--- config.mk ---
export PLATFORM = sky130hd
export DESIGN_NAME = stroke_font_glyph_decoder_top
export DESIGN_NICKNAME = d
export VERILOG_FILES = /design/src/rtl/sfgd_pkg.sv /design/src/rtl/stroke_font_glyph_decoder_top.sv /design/src/rtl/sfgd_decode.sv /design/src/rtl/sfgd_out_queue.sv
export SDC_FILE = /design/constraint.sdc
export NUM_CORES = 1
export LEC_CHECK = 0
export ABC_AREA = 1
export BUFFER_PORTS_ARGS = -buffer_cell sky130_fd_sc_hd__buf_2
export CORE_UTILIZATION = 35
export CTS_CLUSTER_DIAMETER = 150
export CTS_CLUSTER_SIZE = 28
export DETAILED_ROUTE_END_ITERATION = 12
export PLACE_DENSITY = 0.62
export SETUP_SLACK_MARGIN = 0.1
export SKIP_LAST_GASP = 1
export SYNTH_ARGS = -nofsm -noshare
export SYNTH_HDL_FRONTEND = slang
export SYNTH_SLANG_ARGS = --single-unit
--- constraint.sdc ---
create_clock -name i_clk -period 3.8 [get_ports i_clk]
set_clock_uncertainty 0.05 [all_clocks]
set_input_delay 0 -clock i_clk [delete_from_list [all_inputs] [get_ports i_clk]]
set_output_delay 0 -clock i_clk [all_outputs]
set_load 0.1 [all_outputs]
--- src/rtl/sfgd_pkg.sv ---
`timescale 1ns / 1ps
// Shared types and constants for the stroke font glyph decoder.
// No dependencies.
package sfgd_pkg;

    localparam logic [1:0] KIND_HEADER = 2'd0;
    localparam logic [1:0] KIND_PEN_UP = 2'd1;
    localparam logic [1:0] KIND_POINT  = 2'd2;
    localparam logic [1:0] KIND_BOX    = 2'd3;

    localparam logic [7:0] CH_SPACE  = 8'd32;
    localparam logic [7:0] CH_ORIGIN = 8'd82;
    // 'R' plus the baseline offset of 8
    localparam logic signed [8:0] Y_BIAS = 9'sd90;

    localparam int QUEUE_DEPTH = 4;
    localparam int QPTR_W      = $clog2(QUEUE_DEPTH);
    localparam int QCNT_W      = $clog2(QUEUE_DEPTH + 1);

    typedef struct packed {
        logic [1:0]        kind;
        logic signed [8:0] x_coord;
        logic signed [8:0] y_coord;
        logic signed [8:0] glyph_width;
        logic signed [7:0] low_y;
        logic [7:0]        high_y;
        logic [7:0]        widest_glyph;
        logic              last_result;
    } t_result;

endpackage

--- src/rtl/stroke_font_glyph_decoder_top.sv ---
`timescale 1ns / 1ps
// Top level of the stroke font glyph decoder.
// Depends on sfgd_pkg, sfgd_decode and sfgd_out_queue.
//
//  Channel  Handshake            Payload
//  input    i_valid / o_ready    i_first_char, i_second_char, i_last_pair
//  result   o_valid / i_ready    o_kind, o_x_coord, o_y_coord, o_glyph_width,
//                                o_low_y, o_high_y, o_widest_glyph, o_last_result
//
// One item per cycle while o_ready is high; its results are written to a
// four-entry queue in that cycle and, if the queue was empty, the first one is
// visible on the next cycle. An item flagged last gives two results, so a steady
// run of them is limited by the single read port of the result queue.
// o_ready is high whenever the queue has room for two results.
// Synchronous active-low reset clears the glyph state and empties the queue.
module stroke_font_glyph_decoder_top (
    input  logic              i_clk,
    input  logic              i_rst_n,
    input  logic              i_valid,
    output logic              o_ready,
    input  logic [7:0]        i_first_char,
    input  logic [7:0]        i_second_char,
    input  logic              i_last_pair,
    output logic              o_valid,
    input  logic              i_ready,
    output logic [1:0]        o_kind,
    output logic signed [8:0] o_x_coord,
    output logic signed [8:0] o_y_coord,
    output logic signed [8:0] o_glyph_width,
    output logic signed [7:0] o_low_y,
    output logic [7:0]        o_high_y,
    output logic [7:0]        o_widest_glyph,
    output logic              o_last_result
);
    import sfgd_pkg::*;

    logic    accept;
    logic    two;
    t_result res0;
    t_result res1;
    t_result res_out;

    assign accept = i_valid && o_ready;

    sfgd_decode u_decode (
        .i_clk         (i_clk),
        .i_rst_n       (i_rst_n),
        .i_accept      (accept),
        .i_first_char  (i_first_char),
        .i_second_char (i_second_char),
        .i_last_pair   (i_last_pair),
        .o_res0        (res0),
        .o_res1        (res1),
        .o_two         (two)
    );

    sfgd_out_queue u_queue (
        .i_clk      (i_clk),
        .i_rst_n    (i_rst_n),
        .i_push     (accept),
        .i_push_two (two),
        .i_res0     (res0),
        .i_res1     (res1),
        .o_space    (o_ready),
        .o_valid    (o_valid),
        .i_pop      (i_ready),
        .o_res      (res_out)
    );

    assign o_kind         = res_out.kind;
    assign o_x_coord      = res_out.x_coord;
    assign o_y_coord      = res_out.y_coord;
    assign o_glyph_width  = res_out.glyph_width;
    assign o_low_y        = res_out.low_y;
    assign o_high_y       = res_out.high_y;
    assign o_widest_glyph = res_out.widest_glyph;
    assign o_last_result  = res_out.last_result;

endmodule

--- src/rtl/sfgd_decode.sv ---
`timescale 1ns / 1ps
// Glyph state and per-pair decode: one or two results per accepted item.
// Depends on sfgd_pkg.
module sfgd_decode (
    input  logic              i_clk,
    input  logic              i_rst_n,
    input  logic              i_accept,
    input  logic [7:0]        i_first_char,
    input  logic [7:0]        i_second_char,
    input  logic              i_last_pair,
    output sfgd_pkg::t_result o_res0,
    output sfgd_pkg::t_result o_res1,
    output logic              o_two
);
    import sfgd_pkg::*;

    logic              r_in_glyph;
    logic [7:0]        r_start;
    logic signed [8:0] r_width;
    logic signed [8:0] r_min_y;
    logic signed [8:0] r_max_y;
    logic [7:0]        r_widest;

    logic              n_in_glyph;
    logic [7:0]        n_start;
    logic signed [8:0] n_width;
    logic signed [8:0] n_min_y;
    logic signed [8:0] n_max_y;
    logic [7:0]        n_widest;

    logic signed [8:0] x_val;
    logic signed [8:0] y_val;
    logic              pen_up;

    assign x_val  = $signed({1'b0, i_first_char}) - $signed({1'b0, r_start});
    assign y_val  = $signed({1'b0, i_second_char}) - Y_BIAS;
    assign pen_up = (i_first_char == CH_SPACE) && (i_second_char == CH_ORIGIN);
    assign o_two  = i_last_pair;

    always_comb begin
        n_in_glyph = r_in_glyph;
        n_start    = r_start;
        n_width    = r_width;
        n_min_y    = r_min_y;
        n_max_y    = r_max_y;
        n_widest   = r_widest;
        o_res0     = '0;
        o_res1     = '0;
        o_res0.last_result = ~i_last_pair;

        if (!r_in_glyph) begin
            n_start  = i_first_char;
            n_width  = $signed({1'b0, i_second_char}) - $signed({1'b0, i_first_char});
            n_min_y  = '0;
            n_max_y  = '0;
            o_res0.kind        = KIND_HEADER;
            o_res0.glyph_width = n_width;
        end else if (pen_up) begin
            o_res0.kind = KIND_PEN_UP;
        end else begin
            if (y_val < r_min_y) begin
                n_min_y = y_val;
            end
            if (y_val > r_max_y) begin
                n_max_y = y_val;
            end
            o_res0.kind    = KIND_POINT;
            o_res0.x_coord = x_val;
            o_res0.y_coord = y_val;
        end

        n_in_glyph = ~i_last_pair;
        if (i_last_pair && (n_width > $signed({1'b0, r_widest}))) begin
            n_widest = n_width[7:0];
        end
        o_res1.kind         = KIND_BOX;
        o_res1.glyph_width  = n_width;
        o_res1.low_y        = n_min_y[7:0];
        o_res1.high_y       = n_max_y[7:0];
        o_res1.widest_glyph = n_widest;
        o_res1.last_result  = 1'b1;
    end

    always_ff @(posedge i_clk) begin
        if (!i_rst_n) begin
            r_in_glyph <= 1'b0;
            r_start    <= '0;
            r_width    <= '0;
            r_min_y    <= '0;
            r_max_y    <= '0;
            r_widest   <= '0;
        end else if (i_accept) begin
            r_in_glyph <= n_in_glyph;
            r_start    <= n_start;
            r_width    <= n_width;
            r_min_y    <= n_min_y;
            r_max_y    <= n_max_y;
            r_widest   <= n_widest;
        end
    end

    a_min_nonpos: assert property (@(posedge i_clk) disable iff (!i_rst_n)
        r_min_y <= 9'sd0)
        else $error("min y above zero");

    a_max_nonneg: assert property (@(posedge i_clk) disable iff (!i_rst_n)
        r_max_y >= 9'sd0)
        else $error("max y below zero");

    a_widest_mono: assert property (@(posedge i_clk) disable iff (!i_rst_n)
        i_rst_n |=> (r_widest >= $past(r_widest)))
        else $error("widest glyph width dropped");

endmodule

--- src/rtl/sfgd_out_queue.sv ---
`timescale 1ns / 1ps
// Small result queue: takes one or two results per cycle, gives one.
// Depends on sfgd_pkg.
module sfgd_out_queue (
    input  logic              i_clk,
    input  logic              i_rst_n,
    input  logic              i_push,
    input  logic              i_push_two,
    input  sfgd_pkg::t_result i_res0,
    input  sfgd_pkg::t_result i_res1,
    output logic              o_space,
    output logic              o_valid,
    input  logic              i_pop,
    output sfgd_pkg::t_result o_res
);
    import sfgd_pkg::*;

    t_result             r_mem [QUEUE_DEPTH];
    logic [QPTR_W-1:0]   r_wr_ptr;
    logic [QPTR_W-1:0]   r_rd_ptr;
    logic [QCNT_W-1:0]   r_count;
    logic [QCNT_W-1:0]   n_count;
    logic [QCNT_W-1:0]   push_cnt;
    logic                pop_ok;

    assign o_valid  = (r_count != '0);
    assign o_space  = (r_count <= QCNT_W'(QUEUE_DEPTH - 2));
    assign pop_ok   = i_pop && o_valid;
    assign push_cnt = !i_push ? '0 : (i_push_two ? QCNT_W'(2) : QCNT_W'(1));
    assign n_count  = r_count + push_cnt - QCNT_W'(pop_ok);
    assign o_res    = r_mem[r_rd_ptr];

    always_ff @(posedge i_clk) begin
        if (i_push) begin
            r_mem[r_wr_ptr] <= i_res0;
            if (i_push_two) begin
                r_mem[r_wr_ptr + QPTR_W'(1)] <= i_res1;
            end
        end
    end

    always_ff @(posedge i_clk) begin
        if (!i_rst_n) begin
            r_wr_ptr <= '0;
            r_rd_ptr <= '0;
            r_count  <= '0;
        end else begin
            r_wr_ptr <= r_wr_ptr + QPTR_W'(push_cnt);
            if (pop_ok) begin
                r_rd_ptr <= r_rd_ptr + QPTR_W'(1);
            end
            r_count <= n_count;
        end
    end

    a_no_overflow: assert property (@(posedge i_clk) disable iff (!i_rst_n)
        r_count <= QCNT_W'(QUEUE_DEPTH))
        else $error("result queue overflow");

    a_push_needs_space: assert property (@(posedge i_clk) disable iff (!i_rst_n)
        i_push |-> o_space)
        else $error("push into full result queue");

endmodule

-- Word-level counts from Yosys, hierarchy flattened
Memories as Yosys holds them, arrays and structs flattened. A register that Yosys moved wholly into a read port is not among the register bits.
Index checks and enable logic that the tools add are counted.
- word-level logic and storage cells: 61
- memories: 1
- memory bits (writable): 216
- output and inout port bits: 56
- register bits after elaboration: 51
- memories (memory ; words ; width ; rd ports ; clocked after Yosys merged registers in ; write ports ; RTL line ; text):
    u_queue.r_mem ; 4 ; 54 ; 1 ; 1 ; 2 ; sfgd_out_queue.sv:18 ; t_result r_mem [QUEUE_DEPTH];
- $add $sub $neg: 8
- multiplexer cells: 22
- bitwise operators: 2
- order comparisons: 4
- eq/ne operators: 5
- reductions and logical operators: 8
- operator list (kind ; count):
    9-bit 2-to-1 mux ; 8
    18-bit 2-to-1 mux ; 2
    9-bit > comparator ; 2
    8-bit by 8-bit subtractor with 9-bit output ; 2
    2-bit 2-to-1 mux ; 5
    9-bit < comparator ; 1
    8-bit by 7-bit subtractor with 9-bit output (second input constant) ; 1
    8-bit by 6-bit equality test with 1-bit output (second input constant) ; 1
    8-bit by 7-bit equality test with 1-bit output (second input constant) ; 1
    8-bit 2-to-1 mux ; 1
    2-bit != test (second input constant) ; 3
    3-bit AND reduction ; 2
    1-bit 2-to-1 mux ; 5
    2-bit by 1-bit adder with 2-bit output (second input constant) ; 2
    1-bit logical AND ; 4
    3-bit adder ; 1
    3-bit by 2-bit less-or-equal comparator with 1-bit output (second input constant) ; 1
    3-bit 2-to-1 mux ; 1
    3-bit nonzero test ; 1
    3-bit by 1-bit subtractor with 3-bit output ; 1
    2-bit adder ; 1
    1-bit NOT ; 2
    2-bit AND reduction ; 1

-- Longest topological paths before layout
Gate-level depths: netlist of run 1.
- word-level depth: 5
- mapped depth: 23

-- By module
A second synthesis of run 1 with hierarchy kept.
- cells, all modules: 1812
- area, all modules: 15155.8 sq um
- modules (own cells, without submodules) (module ; instances ; cells each ; area each (sq um)):
    sfgd_out_queue ; 1 ; 1125 ; 10784.1
    sfgd_decode ; 1 ; 685 ; 4364.2
    stroke_font_glyph_decoder_top ; 1 ; 2 ; 7.5

-- Least setup slack after synthesis of run 1
Ideal clock, no wire load.
- kind: reg-to-reg
- from: register u_queue.r_count[0]
- to: register u_queue.r_count[2]
- required time: 3.622 ns
- setup slack: 0.744 ns
- clock period less this slack: 3.056 ns
- arrival: 2.879 ns
- cell stages (with the launch flop): 11
- cell sequence: dfxtp_1 > a21oi_2 > nand2_2 > buf_6 > nor2_1 > inv_1 > ha_1 > fa_1 > xor2_1 > inv_1 > nor2_1
- word-level cells in the longest chain between the ends: 5
- elaborated cells on any way between the ends: 7
- classes of those cells: add/sub: 2; order compare: 1; mux: 1; reduce/logical: 3
- ends and longest elaborated chain (element ; RTL line ; text):
    start, declared ; sfgd_out_queue.sv:21 ; logic [QCNT_W-1:0] r_count;
    start signal, assigned ; sfgd_out_queue.sv:52 ; r_count <= n_count;
    3-bit by 2-bit less-or-equal comparator with 1-bit output ; sfgd_out_queue.sv:27 ; assign o_space = (r_count <= QCNT_W'(QUEUE_DEPTH - 2));
    named net o_ready ; stroke_font_glyph_decoder_top.sv:20 ; output logic o_ready,
    1-bit logical AND ; stroke_font_glyph_decoder_top.sv:43 ; assign accept = i_valid && o_ready;
    3-bit 2-to-1 mux ; sfgd_out_queue.sv:29 ; assign push_cnt = !i_push ? '0 : (i_push_two ? QCNT_W'(2) : QCNT_W'(1));
    3-bit adder ; sfgd_out_queue.sv:30 ; assign n_count = r_count + push_cnt - QCNT_W'(pop_ok);
    3-bit by 1-bit subtractor with 3-bit output ; sfgd_out_queue.sv:30 ;
The timed path passes the listed nets, and every way through them passes these cells.
A chain may end at the register's enable or synchronous reset.

==> summary.md, run 1 <==
| Metric | Value |
|---|---|
| Status | `finished clean` |
| Max_slew headroom | `0.309` |
| CP required | `3980 ps` |
| Yosys top cell area share | `0.306` |
| Clock Tree Buf Depth | `3` |
| P per Cell Area | `784 nW/um^2` |
| Final ANT Viol Nets | `0` |
| Total Routing Usage GR | `0.195` |
| Total die area | `37800 um^2` |
| Clock root buffer | `clkbuf_16` |
| Site Rows | `70` |
| Synthesized instance count | `1537` |
| Sw frac | `0.512` |
| Slew @ Worst Pin | `1040 ps` |
| Fraction of registers with async set/reset | `0` |
| Worst-skew pair later-pin latency | `520 ps` |
| Combinational fraction of design power | `0.502` |
| Design area | `14300 um^2` |
| Complex-gate fraction of the synthesized area | `0.170` |
| CTS sink cnt | `269` |
| Iter 0 DRT Violations | `768` |
| Worst-path fanout max | `9` |
| Sequential area share after synthesis | `0.517` |
| Post-Synth Adder-Cell Area | `0.0500` |
| Yosys warning total | `0` |
| Post-CTS Setup Inserts | `0` |
| Max cap viols | `0` |
| Die Height | `194 um` |
| Synth cell types | `41` |
| Largest area contributor in the netlist | `edfxtp_1` |
| First drt pass iteration count | `5` |
| Hold/Removal Path Class | `in2reg` |
| Drt wl/cell | `18.1 um` |
| Main synth FF type | `dfxtp_1` |
| Largest net degree at the start of global routing | `68` |
| Post-synthesis mux area share | `0` |
| Max-slew violations | `0` |
| Global-route wire length before repair | `58600 um` |
| Peak VDD IR | `0.626 mV` |
| Vias in the first global route | `10500` |
| Syn Nets | `1608` |
| Pint | `0.00548 W` |
| RSZ-0062 raised after global routing | `false` |
| Crit path DAT | `3530 ps` |
| Post-Route WL | `37300 um` |
| Share of cells above drive strength 1 | `0.104` |
| Critical path startpoint category | `primary input` |
| Final hold vios | `0` |
| Post-DP Area | `13800 um^2` |
| Drt drc | `0` |
| GR Overflow Total | `0` |
| Final setup fails | `0` |
| Via density | `5.26` |
| Area Overhead vs Synth | `10.5%` |
| Yosys reg bits | `269` |
| CTS tree | `yes` |
| Simple-gate portion of the synthesized area | `0.187` |
| Number of fill cells | `3631` |
| CTS clock-pin slew for the worst setup and hold paths | `110 ps` |
| Nets | `1659` |
| H-Tree Depth | `1` |
| Final period util | `0.882` |
| Final GP Congestion | `0.893` |
| Die width | `194 um` |
| Static Leak | `5.54 nW` |
| Final TNS setup | `0 ps` |
| Avg Cell Area, Syn | `8.43 um^2` |
| CTS Buf Count | `13` |
| Tmin final | `3350 ps` |
| # IOs | `77` |
| Detailed Place HPWL | `25000 um` |
| Antenna diodes | `0` |
| Sequential Power Share | `0.357` |
| Crit path kind | `in2reg` |
| Clock share of power | `0.141` |
| Post-synth EDFFs | `132` |
| Post-synth top cells | `nor2_1 (236), nand2_1 (230), o21ai_0 (196)` |
| Initial antenna violation count | `1` |
| Initial core utilization | `0.355` |
| Core box area | `36500 um^2` |
| Most frequent cell after synthesis | `nor2_1` |
| NetSw | `0.00575 W` |
| Post-Synthesis Cell Area | `13000 um^2` |
| Largest family of logic cells by synthesized area | `simple AND/OR/NAND/NOR gates` |
| IO buf count | `76` |
| Fmax | `0.298 GHz` |
| Crit end category | `flip-flop` |
| Top post-synthesis cells by area | `edfxtp_1 (31%), dfxtp_1 (21%), o21ai_0 (7.6%)` |
| Final Hold Slack | `49.8 ps` |
| Vias | `10900` |
| Post-Synth XOR/XNOR Area | `0.00405` |
[sequential cells by signal, indices dropped and copies added (netlist names), named ones only]
register and count:
u_queue.r_count 3, u_queue.r_rd_ptr 2, u_decode.r_in_glyph 1, u_decode.r_max_y 9
u_decode.r_start 8, u_decode.r_width 9, u_queue.r_mem 216, u_decode.r_widest 8
u_queue.r_wr_ptr 2, u_decode.r_min_y 9
[critical path, stage by stage]
cell,delay [ps]
dlygate4sd3_1,570
buf_2,170
inv_1,90
ha_1,150
inv_1,50
fa_1,430
nand2_1,100
nand2_1,80
o21ai_1,120
buf_4,170
nand2_1,110
ha_1,310
nand2_1,60
nor2_1,100
nand2_1,50
nand3_1,60
nand2_1,50
nand2_1,50
nand2_1,70
nand2_2,140
nand3_2,190
nand2_1,130
and2_1,200
nor2_1,60
[what timing repair did]
action / in CTS / in global routing
gates resized for setup: 0 / 2
setup endpoints to repair: 0 / 32
hold buffers: 12 / 0
hold endpoints to repair: 22 / 0
[cell usage in the layout, fill, tap and decap left out, types with 3 or more instances in the layout]
cell / Yosys / layout
inv_2: 12 / 12
o21a_1: 6 / 6
dfxtp_1: 137 / 136
inv_1: 133 / 133
dlygate4sd3_1: 0 / 12
ha_1: 47 / 47
a21oi_1: 83 / 83
buf_2: 18 / 76
or2_2: 3 / 3
o21ai_0: 196 / 196
edfxtp_1: 132 / 132
xor2_1: 5 / 5
o22ai_1: 88 / 88
nand2_2: 7 / 8
buf_4: 0 / 28
and2_1: 4 / 4
clkbuf_16: 0 / 13
fa_1: 3 / 3
and2_4: 3 / 3
nand4_1: 20 / 20
nor2_1: 236 / 236
buf_12: 0 / 3
nand2_1: 230 / 229
nor3_4: 3 / 3
nand3_1: 58 / 58
clkbuf_1: 56 / 6
o21ai_1: 27 / 26
[final timing paths]
check | slack, ps | cells past startpoint | to | from
setup / recovery | 450 | 24 | u_queue.r_mem[3][7] | i_second_char[0]
hold / removal | 50 | 4 | u_queue.r_mem[0][53] | i_valid
setup reg to reg | 820 | 17 | u_queue.r_mem[3][7] | u_decode.r_in_glyph
hold reg to reg | 410 | 2 | u_queue.r_mem[2][51] | u_queue.r_mem[2][51]
[metal layers]
layer	wire [um]	vias up	share of wire	GRT usage
met2	17700	341	0.47	0.334
met4	1110	0	0.030	0.0653
met1	16200	5123	0.43	0.253
met5	0	-	0	0
li1	-	5318	-	-
met3	2320	69	0.062	0.0271
[cell families after synthesis]
group / count (synthesis)
compound gates: 408
xor+xnor: 6
fa+ha+maj: 50
buf+inv: 229
flops: 269
simple gates: 575
[final cells by class]
type | instances | area, um^2 | share of cell area
well taps | 468 | 586 | 0.0409
inverters | 146 | 551 | 0.0384
clock inverters | 2 | 25.0 | 0.00175
repair buffers | 119 | 771 | 0.0538
flip-flops and latches | 269 | 6710 | 0.468
clock buffers | 19 | 348 | 0.0243
multi-input cells | 1039 | 5340 | 0.372
[power by group through the flow]
| stage | registers, W | clock network, W | logic (W) |
|---|---|---|---|
| finish | 0.00400 | 0.00158 | 0.00564 |
| CTS | 0.00400 | 0.00162 | 0.00564 |
| global route | 0.00408 | 0.00171 | 0.00603 |
| detailed placement | 0.00406 | 0 | 0.00561 |
| global placement | 0.00404 | 0 | 0.00557 |
| floorplan | 0.00392 | 0 | 0.00453 |
[stage by stage]
step / util / power, W / std cells / worst slack, ps
3_5_place_dp: 0.379 / 0.00967 / 2029 / 367
6_report: 0.392 / 0.0112 / 2062 / 449
5_1_grt: 0.392 / 0.0118 / 2062 / 198
3_3_place_gp: 0.379 / 0.00961 / 2029 / 482
4_1_cts: 0.392 / 0.0112 / 2062 / 371
2_1_floorplan: - / 0.00845 / 1537 / 744
No activity file was read; power rests on OpenSTA's default activity.
==> run 2, diff against run 1 <==
REMOVE_ABC_BUFFERS = 1   (was unset)
==> run 2 against run 1 <==
Critical path type unchanged. Sequential power down 1%. Core utilization fell by 0.11 points. Count of clock-buffer cells in the layout unchanged. First-iteration DRC count up 23%. Critical path depth fell by 1. Final area fell by 0.27%. Largest cell class unchanged. Maximum frequency shrank 3.9%.
==> summary.md, run 2 (synthesized netlist as in run 1, its figures left out) <==
| Metric | Value |
|---|---|
| Site Rows | `70` |
| Slew @ Worst Pin | `791 ps` |
| GR Overflow Total | `0` |
| Final GP Congestion | `0.906` |
| CTS Buf Count | `13` |
| Final Hold Slack | `76.6 ps` |
| CP peak stage delay | `580 ps` |
| Clock share of power | `0.141` |
| Fmax | `0.287 GHz` |
| Sw frac | `0.511` |
| Most frequent cells in the layout | `nor2_1 (236), nand2_1 (230), o21ai_0 (196)` |
| Initial core utilization | `0.355` |
| Slowest cell on crit path | `dlygate4sd3_1` |
| Crit path cell chain | `dlygate4sd3_1 -> buf_2 -> inv_1 -> ha_1 -> inv_1 -> fa_1 -> nand2_1 -> nand2_1 -> o21ai_1 -> nand2_1 -> ha_1 -> nand2_1 -> inv_1 -> nand2_1 -> nand3_1 -> nand2_1 -> nand2_1 -> nand2_1 -> nand2_1 -> nand3_2 -> nand2_1 -> and2_1 -> nor2_1` |
| Total die area | `37800 um^2` |
| Clock root buffer | `clkbuf_16` |
| Final hold vios | `0` |
| Max reg flops | `216` |
| Vias in the first global route | `10100` |
| Sequential Power Share | `0.353` |
| First drt pass iteration count | `5` |
| Post-Route WL | `37700 um` |
| Via density | `5.28` |
| Critical path startpoint category | `primary input` |
| Post-DP Area | `13800 um^2` |
| Area Overhead vs Synth | `10.2%` |
| Hold/Removal Path Class | `in2reg` |
| Combinational fraction of design power | `0.506` |
| Critical path's most frequent cell | `nand2_1` |
| Final ANT Viol Nets | `0` |
| Vias | `10900` |
| Max cap viols | `0` |
| Worst R2R Path Depth | `18` |
| Most common cell after layout, fill and taps aside | `nor2_1` |
| NetSw | `0.00572 W` |
| Crit path kind | `in2reg` |
| Number of fill cells | `3725` |
| IO buf count | `76` |
| Max-slew violations | `0` |
| RSZ-0062 raised after global routing | `false` |
| Tmin final | `3490 ps` |
| Crit path DAT | `3670 ps` |
| # IOs | `77` |
| H-Tree Depth | `1` |
| Initial antenna violation count | `2` |
| Final period util | `0.917` |
| Largest net degree at the start of global routing | `72` |
| Worst-path fanout max | `8` |
| Die Height | `194 um` |
| WHS Path Cells | `4` |
| Iter 0 DRT Violations | `943` |
| Total Routing Usage GR | `0.196` |
| Peak VDD IR | `0.446 mV` |
| Crit end category | `flip-flop` |
| Final setup fails | `0` |
| Core box area | `36500 um^2` |
| Die width | `194 um` |
| Detailed Place HPWL | `24500 um` |
| Clock Tree Buf Depth | `3` |
| Footprint of the multi-input gates | `5340 um^2` |
| Static Leak | `5.52 nW` |
| Worst-skew pair later-pin latency | `500 ps` |
| CTS sink cnt | `269` |
| Drt wl/cell | `18.3 um` |
| CTS clock-pin slew for the worst setup and hold paths | `110 ps` |
| Drt drc | `0` |
| CTS tree | `yes` |
| Register Area | `6710 um^2` |
| Most flops, register | `u_queue.r_mem` |
| Max_slew headroom | `0.473` |
| Design area | `14300 um^2` |
| Pint | `0.00547 W` |
| Status | `finished clean` |
| Global-route wire length before repair | `58000 um` |
| P per Cell Area | `784 nW/um^2` |
| Nets | `1654` |
| CP required | `3980 ps` |
| Share of cells above drive strength 1 | `0.101` |
==> run 2: cell types whose count changed in the layout (fill, tap and decap cells not counted), sizes merged <==
cell / delta
buf: -4
diode: +3
dlygate4sd3: -1
inv: -1
==> run 2: cell type report <==
type,instances,area share
Inverter,146,0.0385
Multi-Input combinational cell,1039,0.374
Timing Repair Buffer,114,0.0511
Tap cell,468,0.0410
Clock buffer,19,0.0243
Antenna cell,3,0.000525
Clock inverter,1,0.00114
Sequential cell,269,0.470
==> run 2: through the flow <==
stage          power [W]  TNS (ps)  std cells   util  setup slack [ps]
3_3_place_gp     0.00962         0       2025  0.378               364
6_report          0.0112         0       2059  0.391               315
3_5_place_dp     0.00968         0       2025  0.378               397
5_1_grt           0.0118         0       2057  0.391               108
2_1_floorplan    0.00836    -14570       1454      -              -256
4_1_cts           0.0112         0       2056  0.391               297
==> run 2: final timing paths <==
kind / from / endpoint / slack, ps
setup / recovery: i_second_char[0] / u_queue.r_mem[3][7] / 310
hold reg to reg: u_queue.r_mem[1][51] / u_queue.r_mem[1][51] / 410
hold / removal: i_second_char[5] / u_decode.r_min_y[8] / 80
setup reg to reg: u_decode.r_in_glyph / u_queue.r_mem[3][7] / 470
==> run 2: metal layers <==
metal	global-route usage	up-vias	wire (um)
met5	0	-	0
met3	0.0262	51	2120
met4	0.0450	0	779
met2	0.324	313	17500
li1	-	5306	-
met1	0.270	5208	17200
==> run 2: repair_timing <==
action	4_1_cts	5_1_grt
buffers inserted	0	0
setup endpoints to repair	0	19
resized for setup	0	2
hold endpoints to repair	23	0
hold buffers	11	0
==> run 2: critical path: cells and delay by family <==
kind	cells	cell delay (ps)
AO/OA/AOI/OAI	1	250
adder cells (fa/ha/maj)	3	960
buffers and inverters	5	1050
AND/OR/NAND/NOR	14	1400
==> run 2: power groups by stage <==
| stage | Sequential, W | Clock (W) | Combinational [W] |
|---|---|---|---|
| global route | 0.00402 | 0.00170 | 0.00608 |
| finish | 0.00395 | 0.00158 | 0.00567 |
| global placement | 0.00400 | 0 | 0.00563 |
| CTS | 0.00395 | 0.00161 | 0.00569 |
| detailed placement | 0.00401 | 0 | 0.00567 |
| floorplan | 0.00401 | 0 | 0.00435 |
==> run 3, diff against run 2 <==
CORE_ASPECT_RATIO = 0.9   (was unset)
==> run 3 against run 2 <==
Final area is 0.19% higher. Worst setup slack better by 130 ps. Hold slack worse by 56 ps.
==> summary.md, run 3 (synthesized netlist as in run 1, its figures left out) <==
| Metric | Value |
|---|---|
| CTS sink cnt | `269` |
| Peak VDD IR | `0.457 mV` |
| Slew @ Worst Pin | `1040 ps` |
| Cell Count, Final, Fillers Out | `2071` |
| Initial core utilization | `0.357` |
| Initial antenna violation count | `4` |
| Vias | `11000` |
| Design area | `14300 um^2` |
| Hold/Removal Path Class | `in2reg` |
| Setup WS post-layout | `448 ps` |
| Post-CTS Setup Inserts | `0` |
| Max-slew violations | `0` |
| Max reg flops | `216` |
| Final Hold Slack | `21.1 ps` |
| Worst R2R Path Depth | `18` |
| CP peak stage delay | `570 ps` |
| Tot Pwr | `0.0112 W` |
| Worst Hold End | `u_queue.r_count[0]` |
| Placed Cells | `2036` |
| Global-route wire length before repair | `58300 um` |
| Final period util | `0.882` |
| Share of cells above drive strength 1 | `0.102` |
| Status | `finished clean` |
| Worst path bufs/invs | `5` |
| P per Cell Area | `783 nW/um^2` |
| Clock root buffer | `clkbuf_16` |
| Core box area | `36300 um^2` |
| Crit end category | `flip-flop` |
| Crit path kind | `in2reg` |
| Drt wl/cell | `18.1 um` |
| Most frequent cells in the layout | `nor2_1 (236), nand2_1 (230), o21ai_0 (196)` |
| Most common cell after layout, fill and taps aside | `nor2_1` |
| Clock Tree Buf Depth | `3` |
| Dpl ws | `475 ps` |
| Most flops, register | `u_queue.r_mem` |
| Tmin final | `3350 ps` |
| Critical path startpoint category | `primary input` |
| GR Overflow Total | `0` |
| Reg-to-reg critical path startpoint | `u_decode.r_in_glyph` |
| CP required | `3980 ps` |
| Detailed Place HPWL | `24700 um` |
| Vias in the first global route | `10200` |
| Worst-skew pair later-pin latency | `500 ps` |
| First drt pass iteration count | `6` |
| Worst-path fanout max | `8` |
| Total die area | `37800 um^2` |
| Slowest cell on crit path | `dlygate4sd3_1` |
| Drt drc | `0` |
| IO buf count | `76` |
| Final hold vios | `0` |
| Kind of cell adding the most delay to the critical path | `simple AND/OR/NAND/NOR gates` |
| CTS Buf Count | `13` |
| Final setup fails | `0` |
| Max_slew headroom | `0.306` |
| Die width | `205 um` |
| Post-DP Area | `13800 um^2` |
| Post-Route WL | `37600 um` |
| # IOs | `77` |
| Iter 0 DRT Violations | `1023` |
| H-Tree Depth | `1` |
| Via density | `5.30` |
| CTS clock-pin slew for the worst setup and hold paths | `110 ps` |
| Number of fill cells | `3710` |
| Reg2reg setup slack | `860 ps` |
| Crit path DAT | `3530 ps` |
| Max cap viols | `0` |
| Static Leak | `5.53 nW` |
| Fmax | `0.298 GHz` |
| Crit path cell chain | `dlygate4sd3_1 -> buf_2 -> inv_1 -> ha_1 -> inv_1 -> fa_1 -> nor2_1 -> nor3_2 -> a21oi_1 -> inv_1 -> ha_1 -> nand2_1 -> nor2_1 -> nand2_1 -> nand3_1 -> nand2_1 -> nand2_1 -> nand2_1 -> nand2_1 -> nand3_2 -> nand2_1 -> and2_1 -> nor2_1` |
| Hold Crit Start | `i_last_pair` |
| Final ANT Viol Nets | `0` |
| Nets | `1658` |
| FF-to-FF End | `u_queue.r_mem[1][5]` |
| Area Overhead vs Synth | `10.5%` |
| Site Rows | `66` |
| WHS Path Cells | `5` |
| Critical path's most frequent cell | `nand2_1` |
| Largest net degree at the start of global routing | `62` |
| Die Height | `185 um` |
| RSZ-0062 raised after global routing | `false` |
| CTS tree | `yes` |
| Total Routing Usage GR | `0.198` |
| Final GP Congestion | `0.917` |
## run 3: changes by cell type in the layout (fill, tap and decap cells not counted)
cell and change:
buf_4 +4, a21oi_1 +1, a21oi_2 -1, buf_12 -1, clkbuf_1 +1, diode_2 -1, dlygate4sd3_1 +1
## run 3: area by class of cell
| type | instances | area (um^2) | area share |
|---|---|---|---|
| sequential | 269 | 6710 | 0.469 |
| multi-input combinational | 1039 | 5330 | 0.373 |
| timing repair buffer | 118 | 751 | 0.0524 |
| tap | 476 | 596 | 0.0416 |
| inverter | 146 | 551 | 0.0385 |
| clock buffer | 20 | 352 | 0.0246 |
| clock inverter | 1 | 16.3 | 0.00114 |
| antenna | 2 | 5.00 | 0.000350 |
## run 3: worst max-delay path by stage
| stage | start | to | slack, ps | cells past startpoint |
|---|---|---|---|---|
| after floorplan | u_queue.r_count[0] | u_queue.r_mem[2][35] | -260 | 8 |
| after global placement | i_second_char[0] | u_queue.r_mem[1][6] | 530 | 22 |
| after detailed placement | i_second_char[0] | u_queue.r_mem[1][6] | 480 | 22 |
| after CTS | i_second_char[0] | u_queue.r_mem[2][5] | 370 | 23 |
| after global routing | i_second_char[0] | u_queue.r_mem[1][5] | 100 | 23 |
| final | i_second_char[0] | u_queue.r_mem[1][5] | 450 | 23 |
## run 3: routing by layer
layer / vias up / routed length, um / global-route usage
met4: 4 / 607 / 0.0418
li1: 5312 / - / -
met2: 393 / 17000 / 0.316
met3: 40 / 2480 / 0.0196
met1: 5218 / 17400 / 0.288
met5: - / 31 / 0
## run 3: where the power goes
group	internal [W]	switching, W	leakage (nW)
Combinational	0.00113	0.00451	3.08
Sequential	0.00369	0.000297	2.28
Clock	0.000659	0.000929	0.175
## run 3: repair_timing
item	CTS	global route
hold buffers	12	0
endpoints found under the hold margin	23	0
endpoints found under the setup margin	0	16
gates resized for setup	0	1
## run 3: worst min-delay path: stages
cell	delay, ps
buf_2	150
nor2_1	160
ha_1	140
nand2_1	50
inv_1	40
## run 3: metrics by stage
step                 util  TNS (ps)
finish              0.394         0
global route        0.394         0
CTS                 0.394         0
detailed placement  0.380         0
global placement    0.380         0
floorplan               -    -14570
